<file path="config.mk">
export PLATFORM = sky130hd
export DESIGN_NAME = spbfb_front
export DESIGN_NICKNAME = d
export VERILOG_FILES = /design/src/rtl/sprite_blit_page_framebuffer_macros.svh /design/src/rtl/spbfb_pkg.sv /design/src/rtl/spbfb_front.sv
export SDC_FILE = /design/constraint.sdc
export NUM_CORES = 1
export LEC_CHECK = 0
export BUFFER_PORTS_ARGS = -buffer_cell sky130_fd_sc_hd__buf_2
export CAP_MARGIN = 20
export CORE_MARGIN = 3
export CORE_UTILIZATION = 55
export CTS_BUF_LIST = sky130_fd_sc_hd__clkbuf_16
export DETAILED_ROUTE_END_ITERATION = 10
export PLACE_DENSITY = 0.79
export SETUP_SLACK_MARGIN = 0.5
export SYNTH_ARGS = -nofsm -noshare
export SYNTH_HDL_FRONTEND = slang
export SYNTH_SLANG_ARGS = --single-unit
</file>
<file path="constraint.sdc">
create_clock -name clk -period 3.2 [get_ports clk]
set_clock_uncertainty 0.2 [all_clocks]
set_input_delay 0.16 -clock clk [delete_from_list [all_inputs] [get_ports clk]]
set_output_delay 0.16 -clock clk [all_outputs]
set_load 0.1 [all_outputs]
</file>
<file path="src/rtl/sprite_blit_page_framebuffer_macros.svh">
// Assertion macros for the sprite blit page framebuffer.
`ifndef SPRITE_BLIT_PAGE_FRAMEBUFFER_MACROS_SVH
`define SPRITE_BLIT_PAGE_FRAMEBUFFER_MACROS_SVH
`ifndef SYNTHESIS
`define SPBFB_ASSERT(lbl, prop, msg) \
	lbl: assert property (@(posedge clk) disable iff (!arst_n) prop) else $error(msg);
`define SPBFB_NEVER(lbl, cond, msg) \
	lbl: assert property (@(posedge clk) disable iff (!arst_n) !(cond)) else $error(msg);
`else
`define SPBFB_ASSERT(lbl, prop, msg)
`define SPBFB_NEVER(lbl, cond, msg)
`endif
`endif

</file>
<file path="src/rtl/spbfb_pkg.sv">
// Types and constants shared by the sprite blit page framebuffer.
package spbfb_pkg;

	localparam logic [1:0] FN_CLEAR = 2'd0;
	localparam logic [1:0] FN_BEGIN = 2'd1;
	localparam logic [1:0] FN_BLIT  = 2'd2;
	localparam logic [1:0] FN_READ  = 2'd3;

	localparam logic [7:0] MAX_SPRITE_COLS = 8'd128;

	// wide enough for any store index at the largest supported geometry
	localparam int ADDR_W = 12;
	localparam int POS_W  = 18;

	localparam int Q_DEPTH = 2;
	localparam int Q_PTR_W = 1;
	localparam int Q_CNT_W = 2;

	typedef struct packed {
		logic [1:0] func;
		logic [7:0] origin_x;
		logic [7:0] origin_y;
		logic [7:0] sprite_width;
		logic [7:0] sprite_byte;
		logic [9:0] read_address;
	} req_t;

	typedef struct packed {
		logic [7:0] read_data;
		logic       clipped;
	} res_t;

	typedef enum logic [1:0] {
		CMD_NOP,
		CMD_CLEAR,
		CMD_BLIT,
		CMD_READ
	} cmd_t;

	typedef struct packed {
		cmd_t              cmd;
		logic [ADDR_W-1:0] addr;
		logic [ADDR_W-1:0] addr_hi;
		logic [7:0]        data_lo;
		logic [7:0]        data_hi;
		logic              spill;
		logic              clipped;
	} q_entry_t;

	typedef struct packed {
		logic full;
		logic empty;
	} q_status_t;

	typedef enum logic [2:0] {
		BK_INIT,
		BK_IDLE,
		BK_CLEAR,
		BK_READ,
		BK_WR_LO,
		BK_RD_HI,
		BK_WR_HI
	} bk_state_t;

endpackage

</file>
<file path="src/rtl/spbfb_front.sv">
// Front end: takes requests, tracks the sprite cursor, builds store commands.
module spbfb_front #(
	parameter int FRAME_BYTES     = 1024,
	parameter int DISPLAY_COLUMNS = 128
) (
	input  logic                clk,
	input  logic                arst_n,
	input  logic                hold,
	input  logic                in_valid,
	output logic                in_ready,
	input  spbfb_pkg::req_t     in_data,
	input  spbfb_pkg::q_status_t q_stat,
	output logic                push,
	output spbfb_pkg::q_entry_t push_data
);

	logic [7:0] ox_q;
	logic [7:0] oy_q;
	logic [7:0] cols_q;
	logic [6:0] ccol_q;
	logic [8:0] crow_q;

	logic       valid_s1;
	logic [1:0] func_s1;
	logic [8:0] col_s1;
	logic [9:0] row_s1;
	logic [7:0] data_s1;
	logic [9:0] raddr_s1;

	logic                    acc;
	logic [7:0]              w_clamp;
	logic [7:0]              ccol_inc;
	logic [2:0]              shift;
	logic [15:0]             sh16;
	logic [spbfb_pkg::POS_W-1:0] pos;
	logic [spbfb_pkg::POS_W-1:0] pos_hi;
	logic                    col_off;
	logic                    pos_off;
	logic                    raddr_ok;

	assign acc      = in_valid & in_ready;
	assign in_ready = !hold && (!valid_s1 || !q_stat.full);
	assign push     = valid_s1 && !q_stat.full;
	assign ccol_inc = {1'b0, ccol_q} + 8'd1;

	always_comb begin
		if (in_data.sprite_width == 8'd0) begin
			w_clamp = 8'd1;
		end else if (in_data.sprite_width > spbfb_pkg::MAX_SPRITE_COLS) begin
			w_clamp = spbfb_pkg::MAX_SPRITE_COLS;
		end else begin
			w_clamp = in_data.sprite_width;
		end
	end

	always_ff @(posedge clk or negedge arst_n) begin
		if (!arst_n) begin
			ox_q   <= '0;
			oy_q   <= '0;
			cols_q <= 8'd1;
			ccol_q <= '0;
			crow_q <= '0;
		end else if (acc) begin
			unique case (in_data.func)
				spbfb_pkg::FN_BEGIN: begin
					ox_q   <= in_data.origin_x;
					oy_q   <= in_data.origin_y;
					cols_q <= w_clamp;
					ccol_q <= '0;
					crow_q <= '0;
				end
				spbfb_pkg::FN_BLIT: begin
					if (ccol_inc >= cols_q) begin
						ccol_q <= '0;
						crow_q <= crow_q + 9'd8;
					end else begin
						ccol_q <= ccol_inc[6:0];
					end
				end
				default: ;
			endcase
		end
	end

	always_ff @(posedge clk or negedge arst_n) begin
		if (!arst_n) begin
			valid_s1 <= 1'b0;
		end else if (acc) begin
			valid_s1 <= 1'b1;
		end else if (push) begin
			valid_s1 <= 1'b0;
		end
	end

	always_ff @(posedge clk) begin
		if (acc) begin
			func_s1  <= in_data.func;
			col_s1   <= 9'(ox_q) + 9'(ccol_q);
			row_s1   <= 10'(oy_q) + 10'(crow_q);
			data_s1  <= in_data.sprite_byte;
			raddr_s1 <= in_data.read_address;
		end
	end

	assign shift    = row_s1[2:0];
	assign sh16     = {8'd0, data_s1} << shift;
	assign pos      = spbfb_pkg::POS_W'(row_s1[9:3]) * spbfb_pkg::POS_W'(DISPLAY_COLUMNS)
		+ spbfb_pkg::POS_W'(col_s1);
	assign pos_hi   = pos + spbfb_pkg::POS_W'(DISPLAY_COLUMNS);
	assign col_off  = spbfb_pkg::POS_W'(col_s1) >= spbfb_pkg::POS_W'(DISPLAY_COLUMNS);
	assign pos_off  = pos >= spbfb_pkg::POS_W'(FRAME_BYTES);
	assign raddr_ok = spbfb_pkg::POS_W'(raddr_s1) < spbfb_pkg::POS_W'(FRAME_BYTES);

	always_comb begin
		push_data         = '0;
		push_data.cmd     = spbfb_pkg::CMD_NOP;
		push_data.addr    = pos[spbfb_pkg::ADDR_W-1:0];
		push_data.addr_hi = pos_hi[spbfb_pkg::ADDR_W-1:0];
		push_data.data_lo = sh16[7:0];
		push_data.data_hi = sh16[15:8];
		push_data.spill   = (shift != 3'd0) && (pos_hi < spbfb_pkg::POS_W'(FRAME_BYTES));
		unique case (func_s1)
			spbfb_pkg::FN_CLEAR: begin
				push_data.cmd = spbfb_pkg::CMD_CLEAR;
			end
			spbfb_pkg::FN_BLIT: begin
				if (data_s1 != 8'd0) begin
					if (col_off || pos_off) begin
						push_data.clipped = 1'b1;
					end else begin
						push_data.cmd = spbfb_pkg::CMD_BLIT;
					end
				end
			end
			spbfb_pkg::FN_READ: begin
				push_data.addr = spbfb_pkg::ADDR_W'(raddr_s1);
				if (raddr_ok) begin
					push_data.cmd = spbfb_pkg::CMD_READ;
				end
			end
			default: ;
		endcase
	end

endmodule

</file>
### Yosys cells after proc, flatten, opt, wreduce, memory -nomap -nowiden

Index checks and enable logic that the tools add are counted.

* shift-type cells: 1
* $lt $le $gt $ge: 5
* bitwise logic cells: 1
* mux-type cells: 15
* reduce and logical (&&, ||, !) cells: 17
* div/mod/pow operators: 0
* $add $sub $neg: 6
* equal/unequal tests: 5
* multiply operators: 0

Operators with widths (number)
* $pmux 9 s2: 1
* $add 15x8->16 const B: 1
* $lt 16x11->1 const B: 1
* $mux 8: 2
* $shl 8x3->16: 1
* $add 14x9->15: 1
* $ge 15x11->1 const B: 1
* $pmux 7 s2: 1
* $mux 12: 1
* $add 8x9->10: 1
* $add 8x7->9: 1
* $add 9x4->9 const B: 1
* $ge 9x8->1 const B: 1
* $mux 9: 1
* $add 7x1->8 const B: 1
* $ge 8x8->1: 1
* $gt 8x8->1 const B: 1
* $logic_not 8->1: 1
* $reduce_bool 8->1: 1
* $mux 7: 1
* $eq 2x2->1 const B: 3
* $pmux 2 s3: 1
* $mux 1: 5
* $mux 2: 2
* other kinds (11): 18

* bits of input ports: 50
* ROM bits: 0
* latch bits: 0
* flip-flop bits (word level): 80
* RAM bits: 0
* logic and storage cells: 61
* memories kept: 0

### Logic depth before layout (Yosys ltp)

* depth after elaboration: 6
* mapped depth: 10
* mapped depth without buffers: 10

### Worst setup path after synthesis

OpenSTA, ideal clock, no wires.

* path kind: reg-to-output
* start: reg col_s1[7]
* end: out push_data[1] (netlist name)
* data arrival time: 4.344 ns
* slack: -1.504 ns
* stages on the path, launching flop included: 11
* path through: edfxtp_1 > ha_1 > inv_1 > fa_1 > inv_1 > ha_1 > nand2_1 > nor4bb_1 > a21oi_1 > xnor2_1 > nor4_2

RTL lines
* start: declaration: RTL line spbfb_front.sv:25 `logic [8:0] col_s1;`
* start signal: assignment: RTL line spbfb_front.sv:98 `col_s1 <= 9'(ox_q) + 9'(ccol_q);`
* end: declaration: RTL line spbfb_front.sv:14 `output spbfb_pkg::q_entry_t push_data`

==> flow_summary_export.csv <==
group,metric,value,unit
setup_path,crit_end,"push_data[1]",
synthesis,synth.avg_cell_area,10.8,um^2
run_status,status,"finished, violations left",
sta,worstMarginPinSlew,846,ps
setup_path,crit_chain,"ha_2 > inv_2 > fa_2 > inv_2 > ha_4 > nand2_4 > nor4bb_4 > a21oi_2 > xnor2_4 > nor4_4 > buf_12",
synthesis,yosys.area.top_type,"edfxtp_1",
final_layout,utilization,83.2,%
setup_path,required,2840,ps
floorplan,initial_core_util,58.5,%
sta,grt_setup_unrepaired,"true",
synthesis,yosysTopAreaCellShare,26.6,%
placement,place_area,5050,um^2
pwr,switching_power,0.00175,W
routing,antenna_left,0,
synthesis,synthesis.nets,490,
min_path,min_path_type,"in -> reg",
final_layout,final_nets,643,
final_layout,diodes,0,
final_layout,final_area,6260,um^2
sta,fin_ws,-138,ps
final_layout,n_fill_cell,391,
routing,wl,13000,um
setup_path,r2r-start,"ccol_q[2]$_DFFE_PN0P_",
clocking,cts_sinks,77,
pwr,peakVddDrop,0.000371,V
routing,num_vias,3888,
final_layout,syn2layout_area_growth,42.2,%
sta,finalSetupViolations,2,
routing,wire_per_inst,19.6,um
global_routing,grt_pass1_wl,18300,um
placement,globalplace.congestion,0.856,
setup_path,end_kind,"output port",
pwr,p_seq_share,33.2,%
pwr,switching_share,42.4,%
routing,drtPass1Iterations,5,
routing,via_per_inst,5.84,
setup_path,cp_slowest_cell,"fa_2",
synthesis,synth.area.top_cells,"edfxtp_1 27%, dfrtp_1 21%, ha_1 8.2%, mux2_2 6.9%, nand2_1 4.3%",
synthesis,synth_compound_area_share,11.2,%
sta,timing.fmax,0.300,GHz
synthesis,yosys_warnings,0,
clocking,cts_buffer_depth,2,
clocking,cts_htree_levels,3,
sta,relSlewSlack,43.6,%
synthesis,ys.flop_type,"edfxtp_1",
clocking,cts_buffers,9,
setup_path,cp-start-kind,"flop",
placement,port_buffers,93,
setup_path,reg2reg_setup_slack,480,ps
global_routing,grtUsageTotal,26.4,%
global_routing,antenna_found_initial,0,
pwr,p_int,0.00238,W
setup_path,rr_endpoint,"ccol_q[4]$_DFFE_PN0P_",
sta,maxSlewViolCount,0,
final_layout,layout-drive-gt1-share,36.5,%
synthesis,synth-xor-area-share,3.98,%
routing,drc,0,
setup_path,rr_worst_depth,10,
floorplan,coreArea,7520,um^2
floorplan,die_w,95.5,um
clocking,clockRootBuffer,"clkbuf_16",
pwr,p_clk_share,22.3,%
pwr,powerDensity,659,nW/um^2
placement,dp_hpwl,6940,um
setup_path,startpoint,"col_s1[7]$_DFFE_PP_",
global_routing,first_global_vias,3812,
synthesis,synth_fa_ha_area_share,9.15,%
pwr,pwr-share-comb,44.4,%
sta,fin_crit,3340,ps
setup_path,crit_top_cell,"inv_2",
floorplan,row_count,31,
setup_path,crit_fanout,3,
run_status,violations,"setup timing",
synthesis,async_flop_share,49.4,%
sta,fin_crit_sh,104,%
synthesis,synth_top_family_by_area,"simple AND/OR/NAND/NOR gates",
synthesis,syn_inst,409,
floorplan,die-area,9110,um^2
setup_path,crit_type,"reg -> out",
synthesis,synth_edf_count,39,
final_layout,final_common_cell,"buf_2",
synthesis,yosys.area_share.simple,12.3,%
pwr,p_leak,2.78,nW
synthesis,yosys-mux-area-fraction,9.18,%
job,timing.max_cap.violations,0,
clocking,path_clk_slew,60,ps
clocking,clkLatencyLatePin,340,ps
sta,final_hold_viol_count,0,
global_routing,grt.overflow.total,0,
final_layout,final_cell_mix,"85 x buf_2, 49 x nand2_1, 47 x dlygate4sd3_1",
synthesis,ys_seq_area_share,48.2,%
synthesis,netlist_area,4400,um^2
clocking,tritoncts,"yes",
routing,drt-initial-drc-count,197,
setup_path,worst_ep_arrival_time,2980,ps
synthesis,synth_cell_types,52,
global_routing,grt_max_degree,40,
floorplan,io_pins,96,
floorplan,fp.dieH,95.5,um
setup_path,slowest_delay,460,ps
synthesis,ys_ff_latch,77,
-- logic make-up after synthesis --
kind of cell | after synthesis
DFF | 77
and+or+nand+nor | 114
other | 1
muxes | 37
xor gates and xnor gates | 20
AOI/OAI and AO/OA | 74
buffers and inverters | 55
adders and majority gates | 31
-- through the flow --
step	setup WS, ps	instances	hold WS, ps	total power, W	setup TNS [ps]
2_1_floorplan	-301	409	-336	0.00257	-304
3_3_place_gp	372	584	110	0.00276	0
3_5_place_dp	272	584	118	0.00281	0
4_1_cts	108	657	208	0.00384	0
5_1_grt	-166	666	267	0.00428	-238
6_report	-138	666	218	0.00413	-178
-- cell type report --
cell class	count	area (um^2)	share of cell area, %
clock buffers	9	225	3.60
clock inverters	7	35.0	0.560
inverters	32	124	1.98
multi-input cells	277	2350	37.6
flip-flops and latches	77	2130	34.0
well taps	99	124	1.98
repair buffers	165	1270	20.3
-- Yosys cell counts (3+ instances only) --
library cell	instances
edfxtp_1	39
nor2b_1	3
o21ai_0	24
a211o_1	3
mux2i_1	10
a31oi_1	3
clkbuf_1	9
nor2_1	19
nand3_1	7
xor2_1	8
o22ai_1	6
a21oi_1	10
dfrtp_1	37
o31ai_1	3
nor3_1	5
o21a_1	6
buf_4	8
nand2_1	51
nand4_1	3
and3_1	5
inv_1	32
a21o_1	4
xnor2_1	12
buf_2	4
nand2b_1	9
mux2_2	27
ha_1	29
-- state kept, by name (all words and copies together) (netlist names) --
register	cells
cols_q	8
ox_q	8
oy_q	8
ccol_q	7
func_s1	2
crow_q	6
raddr_s1	10
col_s1	9
valid_s1	1
data_s1	8
row_s1	10
-- worst min path at each step --
stage,from,to,slack (ps),cells after the start
after floorplan,arst_n,ccol_q[0]$_DFFE_PN0P_,-340,0
after global placement,arst_n,oy_q[4]$_DFFE_PN0P_,110,1
after detailed placement,arst_n,oy_q[5]$_DFFE_PN0P_,120,1
after CTS,in_valid,ccol_q[1]$_DFFE_PN0P_,210,5
after global routing,oy_q[0]$_DFFE_PN0P_,row_s1[0]$_DFFE_PP_,270,0
final,in_valid,ccol_q[3]$_DFFE_PN0P_,220,5
-- critical path, delay by kind of cell (launching register included) --
kind                     cells  cell delay (ps)
adder cells (fa/ha/maj)      3              870
AND/OR/NAND/NOR              3              640
flip-flops                   1              450
buffers and inverters        3              380
XOR/XNOR                     1              170
AO/OA/AOI/OAI                1              120
-- per-layer routing --
| layer | vias up | share of wire [%] | GRT usage [%] |
|---|---|---|---|
| met5 | - | 0 | 0 |
| li1 | 1752 | - | - |
| met2 | 226 | 51 | 46.8 |
| met1 | 1848 | 37 | 30.1 |
| met3 | 62 | 7.2 | 5.37 |
| met4 | 0 | 4.7 | 13.3 |
-- repair_timing --
action / in CTS / in global routing
hold buffers: 47 / 0
setup endpoints to repair: 13 / 13
pin swaps: 5 / 6
resized for setup: 28 / 43
endpoints found under the hold margin: 82 / 0
setup buffers: 10 / 9
-- power by group through the flow --
stage | Combinational (W) | Clock (W) | Sequential [W]
after CTS | 0.00158 | 0.000907 | 0.00135
final | 0.00183 | 0.000922 | 0.00137
after floorplan | 0.00126 | 0 | 0.00131
after global routing | 0.00193 | 0.000964 | 0.00139
after detailed placement | 0.00144 | 0 | 0.00136
after global placement | 0.00141 | 0 | 0.00135
(Power assumes the default switching activity.)
