[src/rtl/sprite_blit_page_framebuffer_macros.svh]
// Assertion macros for the sprite blit page framebuffer.
`ifndef SPRITE_BLIT_PAGE_FRAMEBUFFER_MACROS_SVH
`define SPRITE_BLIT_PAGE_FRAMEBUFFER_MACROS_SVH
`ifndef SYNTHESIS
`define SPBFB_ASSERT(lbl, prop, msg) \
	lbl: assert property (@(posedge clk) disable iff (!arst_n) prop) else $error(msg);
`define SPBFB_NEVER(lbl, cond, msg) \
	lbl: assert property (@(posedge clk) disable iff (!arst_n) !(cond)) else $error(msg);
`else
`define SPBFB_ASSERT(lbl, prop, msg)
`define SPBFB_NEVER(lbl, cond, msg)
`endif
`endif

[src/rtl/spbfb_pkg.sv]
// Types and constants shared by the sprite blit page framebuffer.
package spbfb_pkg;

	localparam logic [1:0] FN_CLEAR = 2'd0;
	localparam logic [1:0] FN_BEGIN = 2'd1;
	localparam logic [1:0] FN_BLIT  = 2'd2;
	localparam logic [1:0] FN_READ  = 2'd3;

	localparam logic [7:0] MAX_SPRITE_COLS = 8'd128;

	// wide enough for any store index at the largest supported geometry
	localparam int ADDR_W = 12;
	localparam int POS_W  = 18;

	localparam int Q_DEPTH = 2;
	localparam int Q_PTR_W = 1;
	localparam int Q_CNT_W = 2;

	typedef struct packed {
		logic [1:0] func;
		logic [7:0] origin_x;
		logic [7:0] origin_y;
		logic [7:0] sprite_width;
		logic [7:0] sprite_byte;
		logic [9:0] read_address;
	} req_t;

	typedef struct packed {
		logic [7:0] read_data;
		logic       clipped;
	} res_t;

	typedef enum logic [1:0] {
		CMD_NOP,
		CMD_CLEAR,
		CMD_BLIT,
		CMD_READ
	} cmd_t;

	typedef struct packed {
		cmd_t              cmd;
		logic [ADDR_W-1:0] addr;
		logic [ADDR_W-1:0] addr_hi;
		logic [7:0]        data_lo;
		logic [7:0]        data_hi;
		logic              spill;
		logic              clipped;
	} q_entry_t;

	typedef struct packed {
		logic full;
		logic empty;
	} q_status_t;

	typedef enum logic [2:0] {
		BK_INIT,
		BK_IDLE,
		BK_CLEAR,
		BK_READ,
		BK_WR_LO,
		BK_RD_HI,
		BK_WR_HI
	} bk_state_t;

endpackage

[src/rtl/spbfb_queue.sv]
// Two-entry command queue between the front end and the store sequencer.
`include "sprite_blit_page_framebuffer_macros.svh"

module spbfb_queue (
	input  logic                 clk,
	input  logic                 arst_n,
	input  logic                 push,
	input  spbfb_pkg::q_entry_t  push_data,
	input  logic                 pop,
	output spbfb_pkg::q_entry_t  head,
	output spbfb_pkg::q_status_t q_stat
);

	spbfb_pkg::q_entry_t ent_q [spbfb_pkg::Q_DEPTH];
	logic [spbfb_pkg::Q_PTR_W-1:0] wr_ptr_q;
	logic [spbfb_pkg::Q_PTR_W-1:0] rd_ptr_q;
	logic [spbfb_pkg::Q_CNT_W-1:0] cnt_q;

	assign head         = ent_q[rd_ptr_q];
	assign q_stat.full  = cnt_q == spbfb_pkg::Q_CNT_W'(spbfb_pkg::Q_DEPTH);
	assign q_stat.empty = cnt_q == '0;

	always_ff @(posedge clk or negedge arst_n) begin
		if (!arst_n) begin
			wr_ptr_q <= '0;
			rd_ptr_q <= '0;
			cnt_q    <= '0;
		end else begin
			if (push) begin
				wr_ptr_q <= wr_ptr_q + spbfb_pkg::Q_PTR_W'(1);
			end
			if (pop) begin
				rd_ptr_q <= rd_ptr_q + spbfb_pkg::Q_PTR_W'(1);
			end
			if (push && !pop) begin
				cnt_q <= cnt_q + spbfb_pkg::Q_CNT_W'(1);
			end else if (pop && !push) begin
				cnt_q <= cnt_q - spbfb_pkg::Q_CNT_W'(1);
			end
		end
	end

	always_ff @(posedge clk) begin
		if (push) begin
			ent_q[wr_ptr_q] <= push_data;
		end
	end

	`SPBFB_NEVER(a_q_push_full, push && q_stat.full, "push into full queue")
	`SPBFB_NEVER(a_q_pop_empty, pop && q_stat.empty, "pop from empty queue")
	`SPBFB_ASSERT(a_q_cnt_ptr, q_stat.empty |-> (wr_ptr_q == rd_ptr_q), "queue pointers skewed")

endmodule

[config.mk]
export PLATFORM = sky130hd
export DESIGN_NAME = spbfb_queue
export DESIGN_NICKNAME = d
export VERILOG_FILES = /design/src/rtl/spbfb_pkg.sv /design/src/rtl/spbfb_queue.sv
export VERILOG_INCLUDE_DIRS = /design/src /design/src/rtl
export SDC_FILE = /design/constraint.sdc
export NUM_CORES = 1
export LEC_CHECK = 0
export BUFFER_PORTS_ARGS = -buffer_cell sky130_fd_sc_hd__buf_4
export CAP_MARGIN = 30
export CORE_MARGIN = 2
export CORE_UTILIZATION = 34
export CTS_CLUSTER_SIZE = 28
export DETAILED_ROUTE_END_ITERATION = 6
export GPL_TIMING_DRIVEN = 0
export PLACE_DENSITY_LB_ADDON = 0.05
export RECOVER_POWER = 100
export SLEW_MARGIN = 5
export SYNTH_ARGS = -nofsm -noshare
export SYNTH_HDL_FRONTEND = slang
export SYNTH_SLANG_ARGS = --single-unit
export TNS_END_PERCENT = 10
[constraint.sdc]
create_clock -name clk -period 4.92 [get_ports clk]
set_input_delay 0.984 -clock clk [delete_from_list [all_inputs] [get_ports clk]]
set_output_delay 0.984 -clock clk [all_outputs]
set_load 0.02 [all_outputs]
Word-level counts from Yosys, hierarchy flattened

Memory sizes are Yosys's and may differ from the RTL's.
Index checks and enable logic that the tools add are counted.
W data, S select, Z words.

Bits in registers: 4
Logic and storage cells: 19
Input bits: 48
RAM bits: 88
Output and inout port bits: 46
Memories kept: 1

Memories:

| name  | depth | width | read ports | clocked after memory_dff | write ports | RTL line          | RTL |
|---|---|---|---|---|---|---|---|
| ent_q | 2     | 44    | 1          | 0                        | 1           | spbfb_queue.sv:14 | `spbfb_pkg::q_entry_t ent_q [spbfb_pkg::Q_DEPTH];` |

Reduce and logical (&&, ||, !) cells: 6
Eq/ne operators: 1
$add $sub $neg: 4
Mux-type cells: 4

Operators by type and width:

| kind                  | count |
|---|---|
| $mux W2               | 2 |
| $add A1 B1 Y1 const B | 2 |
| $add A2 B1 Y2 const B | 1 |
| $eq A2 B2 Y1 const B  | 1 |
| $logic_and A1 B1 Y1   | 2 |
| $logic_not A1 Y1      | 2 |
| $logic_not A2 Y1      | 1 |
| $mux W1               | 2 |
| $reduce_bool A2 Y1    | 1 |
| $sub A2 B1 Y2 const B | 1 |

Depth between registers and ports, before layout

Gate-level depths: netlist of the first run.

Depth in word-level cells: 4
Mapped depth: 5
Depth with buffers taken out: 5

Least setup slack after synthesis of the first run

OpenSTA, ideal clock, no wires.

Path type: input to register
From: input push
To: memory ent_q[0][0] (netlist name), enable pin
Data required time: 4469 ps
Setup time: 451 ps
Path buffers: 0
Setup slack: 1525 ps
Stages: 1
Data arrival time: 2944 ps
Path through: nor2b_1

Word-level cells in the longest chain between the ends: 2

RTL lines:

| element                       | RTL line          | RTL |
|---|---|---|
| start, declared               | spbfb_queue.sv:7  | `input logic push,` |
| $mux W1                       | spbfb_queue.sv:44 | `if (push) begin` |
| $mux W1 (not written as such) | spbfb_queue.sv:45 | `ent_q[wr_ptr_q] <= push_data;` |
| end, declared                 | spbfb_queue.sv:14 |  |

Every way passes these cells.

==> run metrics, run 1 <==
outcome=complete, but fails checks; drt total wl=5.83 mm; synth unique cells=13; Hold WS=454 ps; Final Hold Viols=0; Initial Utilization=34.8%; Worst slew margin=-35.9%; Compound-Gate Fraction of Synth Area=0%; post-synthesis mux area share=18.0%; Die W=106 um; Clk pin slew, worst setup/hold paths=90 ps; setup bufs post-CTS=0; Die H=106 um; worst hold path class=input pin to async pin; Final period util=64.4%; Yosys reg bits=92; area occupied by multi-input gates=593 um2; post-synthesis adder-cell area fraction=0.351%; Placed Area=4480 um2; final slew viol count=42; Worst Path Arrival=2180 ps; clock power share=23.1%; Psw=0.781 mW; Worst-Skew Late Latency=350 ps; number of max-cap violations=2; Final HPWL DP=3.79 mm; switching share of power=30.9%; antenna violations before repair=0; CP Capture Type=primary output; gp weighted congestion=0.651; VDD IR max=214 uV; drt wl/cell=14.6 um; Yosys warning total=0; failing checks=capacitance limit, slew limit; XOR/XNOR Fraction of Synth Area=1.23%; # port buffers=93; Fmax achieved=316 MHz; Pre-antenna DRT Iters=4; Leakage=1.64 nW; main combinational cell family by area after synthesis=multiplexers; first-pass GRT wire length=9.08 mm; worst stage delay on the critical path=570 ps; Setup crit start kind=flip-flop; htree depth=3; Initial DRC Count=29; CP delay by family, top=buffers and inverters; vias in the first global route=1733; pin count of the biggest net entering global routing=25; CP Buf/Inv Count=3; NumNets Final=308; Worst Max-Slew Pin Slew=2030 ps; CTS buffer count=9; io pins=94; post-route cell area=4460 um2; Critical Path RT=3940 ps; drt via density=4.24; hold buffer count at CTS=0; Mean Syn Cell Area=23.3 um2; CTS max path bufs=2; die area=11300 um2; Site Rows=37; GRT overflow=0; Synth-to-Final Area Change=25.1%; critical path class=flip-flop to primary output; GR Util All Layers=11.0%; Crit path top cell by count=clkbuf_1; sequential cell area=2740 um2; post-synthesis sequential area ratio=77.0%; CTS tree=done; slowest cell on the critical path=clkbuf_1; filler cell count=944; Root Buffer=clkbuf_8; DRC Markers=0; via count=1695; RSZ-0062 raised after global routing=false; post-CTS sizing=0; synthesized area=3560 um2; Worst Skew=11.9 ps; P per Cell Area=568 nW/um2; diode count=0; crit-path max FO=10; share of cells above drive strength 1=39.8%; worst-path cell chain=clkbuf_1 -> clkbuf_1 -> mux2_1 -> buf_4; syn nets=202; Comb pwr share=34.4%; simple-gate area share of the yosys netlist=0.738%; Int Pwr=1.75 mW; Detail Route Antenna Nets=0; CTS Sinks=92; Final Critical Period=3170 ps; core area=10200 um2; Syn Inst Count=153; final setup vio count=0; sequential share of power=42.6%
-- flip-flops by register name (all words and copies together) (netlist names) --
register  cells
rd_ptr_q      1
ent_q        88
cnt_q         2
wr_ptr_q      1
-- stage by stage --
step | util [%] | total power [mW] | worst slack, ps | cells | setup TNS, ps
after global placement | 43.3 | 2.22 | -72.1 | 382 | -3110
after floorplan | - | 1.84 | 1530 | 153 | 0
final | 43.5 | 2.53 | 1750 | 400 | 0
after global routing | 43.5 | 2.67 | 1520 | 400 | 0
after detailed placement | 43.8 | 2.23 | 2600 | 384 | 0
after CTS | 46.1 | 2.82 | 2390 | 400 | 0
-- cells in the mapped netlist, drive strengths merged --
master,count,share of area (%)
and2,1,0.18
buf,5,2.6
dfrtp,4,2.8
edfxtp,88,74
ha,1,0.35
inv,1,0.11
mux2,44,18
nor2,2,0.21
nor2b,2,0.35
xnor2,1,0.25
xor2,4,0.98
-- path summary, 6_finish.rpt --
kind / slack [ps] / start / end / cells past startpoint
setup / recovery: 1750 / rd_ptr_q / head[43] / 4
min in group clk: 480 / wr_ptr_q / wr_ptr_q / 1
hold / removal: 450 / arst_n / cnt_q[1] / 1
setup reg to reg: 2390 / wr_ptr_q / ent_q[0][29] / 2
max in group asynchronous: 4260 / arst_n / wr_ptr_q / 1
hold reg to reg: 480 / wr_ptr_q / wr_ptr_q / 1
-- area by class of cell --
| cell class | count | area share, % |
|---|---|---|
| Clock inverter | 4 | 2.22 |
| Buffer | 5 | 0.421 |
| Clock buffer | 12 | 3.03 |
| Sequential cell | 92 | 61.6 |
| Timing Repair Buffer | 95 | 15.6 |
| Inverter | 1 | 0.0842 |
| Multi-Input combinational cell | 55 | 13.3 |
| Tap cell | 136 | 3.82 |
-- power by group through the flow --
stage / Sequential (mW) / Combinational [mW] / Clock [mW]
CTS: 1.08 / 1.13 / 0.608
global placement: 1.11 / 1.10 / 0
finish: 1.08 / 0.870 / 0.584
detailed placement: 1.10 / 1.12 / 0
global route: 1.09 / 0.938 / 0.642
floorplan: 1.10 / 0.739 / 0
-- layout by cell type (no fill, tap or decap) --
master	count
mux2_1	35
xnor2_1	1
and2_0	1
mux2_4	4
mux2_2	5
edfxtp_1	88
clkinv_4	1
dfrtp_1	4
nor2b_1	2
clkbuf_4	41
buf_4	40
clkbuf_1	20
clkbuf_8	9
bufinv_16	3
ha_1	1
buf_12	2
nor2_1	2
inv_1	1
xor2_1	4
-- cells by family after synthesis --
| group | Yosys count |
|---|---|
| adders and majority gates | 1 |
| xor gates and xnor gates | 5 |
| buffers and inverters | 6 |
| DFF | 92 |
| and+or+nand+nor | 5 |
| muxes | 44 |
-- layer usage --
metal | GRT usage [%] | part of all wire, % | vias to the layer above
met2 | 17.9 | 50 | 56
met5 | 0 | 0 | -
met3 | 4.11 | 7.0 | 9
met4 | 5.92 | 1.6 | 0
met1 | 12.5 | 41 | 822
li1 | - | - | 808
No activity file was read; power rests on OpenSTA's default activity.
==> inputs of run 2 (changes only) <==
clock period = 3.13 ns   (was 4.92 ns; I/O delays follow)
==> run 2 against run 1 <==
Clock power up 57%. Critical path depth down 1. Sequential power up 57%. Critical endpoint is now ent_q[1][18]. Sequential cell count unchanged. Global-route usage unchanged. Hold slack worse by 350 ps. Wire length down 0.57%. First-iteration DRC count up 38%. The run still ends with capacitance limit, slew limit left. Worst setup slack worse by 870 ps. Largest cell class unchanged.
==> run metrics, run 2 (synthesis gave the netlist of run 1 again) <==
outcome=complete, but fails checks; failing checks=capacitance limit, slew limit; post-CTS sizing=0; worst hold path class=input pin to async pin; GR Util All Layers=11.0%; vias in the first global route=1733; NumNets Final=308; crit-path max FO=24; RSZ-0062 raised after global routing=false; post-route cell area=4540 um2; Int Pwr=2.87 mW; Setup WS pre-CTS=1160 ps; htree depth=3; Hold WS=101 ps; Psw=1.28 mW; Synth-to-Final Area Change=27.3%; Die W=106 um; first-pass GRT wire length=9.08 mm; Clk pin slew, worst setup/hold paths=90 ps; Fmax achieved=445 MHz; CP startpoint=push; hold buffer count at CTS=0; Initial DRC Count=40; Comb pwr share=36.7%; CTS tree=done; io pins=94; number of max-cap violations=1; filler cell count=940; Final Hold Viols=0; Site Rows=37; Worst Skew=12.8 ps; P per Cell Area=914 nW/um2; Final period util=71.8%; diode count=0; final slew viol count=21; most common cell after layout, fill and taps aside=edfxtp_1; pin count of the biggest net entering global routing=25; Final HPWL DP=3.79 mm; Worst Path Arrival=2290 ps; Leakage=1.70 nW; Regs by FF count=ent_q x88, cnt_q x2; reg2reg start=wr_ptr_q; critical path class=input pin to flip-flop; CTS max path bufs=2; Top reg by flops=ent_q; max reg flops=88; Final Critical Period=2250 ps; antenna violations before repair=0; final setup vio count=0; Root Buffer=clkbuf_8; VDD IR max=326 uV; die area=11300 um2; setup bufs post-CTS=0; most frequent cells in the layout=edfxtp_1 (88), clkbuf_1 (49), clkbuf_4 (41); sequential share of power=41.1%; gp weighted congestion=0.651; GRT overflow=0; Initial Utilization=34.8%; Pre-antenna DRT Iters=4; Critical Path RT=3170 ps; area occupied by multi-input gates=728 um2; switching share of power=30.8%; # port buffers=93; drt total wl=5.79 mm; Setup TNS=0 ps; Worst-Skew Late Latency=350 ps; final worst setup slack=882 ps; DRC Markers=0; drt wl/cell=14.5 um; sequential cell area=2740 um2; Worst Max-Slew Pin Slew=1510 ps; Placed Area=4480 um2; CTS buffer count=9; core area=10200 um2; via count=1695; Worst slew margin=-0.629%; Die H=106 um; Setup crit start kind=input pin; CTS Sinks=92; CP Capture Type=flip-flop; clock power share=22.2%; Detail Route Antenna Nets=0; drt via density=4.24; share of cells above drive strength 1=42.0%
[run 2: routing by layer]
metal / up-vias / GRT usage [%] / wire length, um
li1: 809 / - / -
met1: 823 / 12.5 / 2330
met2: 55 / 17.9 / 2950
met3: 8 / 4.11 / 430
met4: 0 / 5.92 / 83
met5: - / 0 / 0
[run 2: worst paths after layout]
path / endpoint / slack (ps) / cells past startpoint
worst max-delay path: ent_q[1][18] / 880 / 3
worst min-delay path: cnt_q[1] / 100 / 1
worst max register to register: ent_q[1][18] / 950 / 2
worst min register to register: cnt_q[1] / 490 / 1
max in group asynchronous: wr_ptr_q / 2820 / 1
min in group clk: rd_ptr_q / 470 / 2
[run 2: worst max-delay path: stages]
cell and delay (ps):
clkbuf_1 190, and2_0 1170, buf_12 290
[run 2: per-stage QoR]
step           instances  utilization, %  power (mW)
5_1_grt              400            44.3        4.37
2_1_floorplan        153               -        2.89
3_3_place_gp         382            43.3        3.48
3_5_place_dp         384            43.8        3.50
6_report             400            44.3        4.14
4_1_cts              400            46.1        4.43
[run 2: area by class of cell]
type                            instances  share of cell area [%]
Tap cell                              136                    3.75
Clock inverter                          4                    2.18
Timing Repair Buffer                   95                    12.5
Clock buffer                           12                    2.98
Buffer                                  5                    2.01
Sequential cell                        92                    60.5
Multi-Input combinational cell         55                    16.1
Inverter                                1                  0.0828
[run 2: power by group through the flow]
stage | clock network, mW | logic, mW | registers [mW]
final | 0.918 | 1.52 | 1.70
after global routing | 1.01 | 1.63 | 1.73
after CTS | 0.955 | 1.77 | 1.70
after detailed placement | 0 | 1.77 | 1.73
after global placement | 0 | 1.74 | 1.75
after floorplan | 0 | 1.16 | 1.73
==> inputs of run 3 (changes only) <==
clock period = 2.2 ns   (was 3.13 ns; I/O delays follow)
==> run 3 against run 2 <==
The flow now finishes without violations. Combinational power grew 44%. Clock skew fell by 1.1 ps. Critical path depth rose by 1. Clock-buffer cell count is 3 lower. Highest routed layer unchanged.
==> run metrics, run 3 (synthesis gave the netlist of run 1 again) <==
outcome=complete, no violations; setup bufs post-CTS=0; htree depth=3; final slew viol count=0; Final Critical Period=1970 ps; CTS max path bufs=2; Setup crit start kind=flip-flop; # port buffers=93; Regs by FF count=ent_q x88, cnt_q x2; Die H=106 um; Placed Area=4480 um2; Worst-Skew Late Latency=350 ps; total power=5.57 mW; DRC Markers=0; CTS buffer count=9; Setup WS pre-CTS=413 ps; final setup vio count=0; Top reg by flops=ent_q; vias in the first global route=1746; post-CTS sizing=0; Initial DRC Count=46; via count=1718; Leakage=1.66 nW; gp weighted congestion=0.630; die area=11300 um2; hold buffer count at CTS=1; io pins=94; Site Rows=37; Clk pin slew, worst setup/hold paths=80 ps; pin count of the biggest net entering global routing=25; VDD IR max=557 uV; Hold WS=274 ps; diode count=0; P per Cell Area=1250 nW/um2; Final period util=89.5%; Final HPWL DP=3.96 mm; final worst setup slack=231 ps; GR Util All Layers=10.8%; Worst Path Arrival=1530 ps; worst-path cell chain=buf_6 -> buf_12 -> mux2_4 -> clkbuf_1; Root Buffer=clkbuf_8; worst hold path class=input pin to flip-flop; Worst Skew=11.8 ps; most common cell after layout, fill and taps aside=edfxtp_1; CP Capture Type=primary output; number of max-cap violations=0; post-route cell area=4470 um2; Worst R2R End=ent_q[0][0]; Crit path depth=4; most frequent cells in the layout=edfxtp_1 (88), clkbuf_1 (48), mux2_4 (39), clkbuf_4 (39), clkbuf_8 (9); end of the critical path=head[42]; Setup TNS=0 ps; worst stage delay on the critical path=340 ps; GRT overflow=0; Synth-to-Final Area Change=25.4%; max reg flops=88; Detail Route Antenna Nets=0; CTS tree=done; Worst Max-Slew Pin Slew=1220 ps; drt total wl=5.92 mm; Fmax achieved=508 MHz; core area=10200 um2; Die W=106 um; slowest cell on the critical path=dfrtp_1; drt wl/cell=14.8 um; share of cells above drive strength 1=41.9%; CTS Sinks=92; critical path class=flip-flop to primary output; Pre-antenna DRT Iters=4; reg2reg start=wr_ptr_q; drt via density=4.28; crit-path max FO=10; CP startpoint=rd_ptr_q; Worst slew margin=18.2%; NumNets Final=309; RSZ-0062 raised after global routing=false; antenna violations before repair=0; Final Hold Viols=0; Critical Path RT=1760 ps; first-pass GRT wire length=9.05 mm; CP Buf/Inv Count=3; FF-to-FF path depth=2; reg2reg setup slack=250 ps; Initial Utilization=34.8%; CP delay by family, top=buffers and inverters
-- run 3: cell type report --
| cell class | instances | area, um2 |
|---|---|---|
| Clock buffer | 9 | 124 |
| Clock inverter | 7 | 43.8 |
| Buffer | 5 | 91.3 |
| Sequential cell | 92 | 2740 |
| Tap cell | 136 | 170 |
| Timing Repair Buffer | 96 | 566 |
| Multi-Input combinational cell | 55 | 727 |
| Inverter | 1 | 3.75 |
| Fill cell | 963 | 5760 |
-- run 3: through the flow --
step                instances  utilization (%)
floorplan                 153                -
global placement          382             43.3
detailed placement        384             43.8
CTS                       401             45.5
global route              401             43.7
finish                    401             43.7
-- run 3: metal layers --
layer	GRT usage, %	vias to the layer above	share of wire, %
met5	0	-	0
met4	5.64	0	2.0
met3	3.00	11	7.2
met2	17.3	60	49
met1	13.3	837	42
li1	-	810	-
-- run 3: worst min path at each step --
stage	slack (ps)	cells after the start	end	start
final	270	2	rd_ptr_q	pop
after global routing	250	2	rd_ptr_q	pop
after CTS	250	1	ent_q[0][26]	push_data[26]
after detailed placement	240	1	cnt_q[1]	arst_n
after global placement	240	1	cnt_q[1]	arst_n
after floorplan	140	0	cnt_q[0]	arst_n
-- run 3: power breakdown --
group / internal [mW] / switching, mW / total (mW)
Sequential: 2.33 / 0.0941 / 2.42
Combinational: 0.991 / 1.19 / 2.19
Clock: 0.402 / 0.563 / 0.965
Total: 3.72 / 1.85 / 5.57
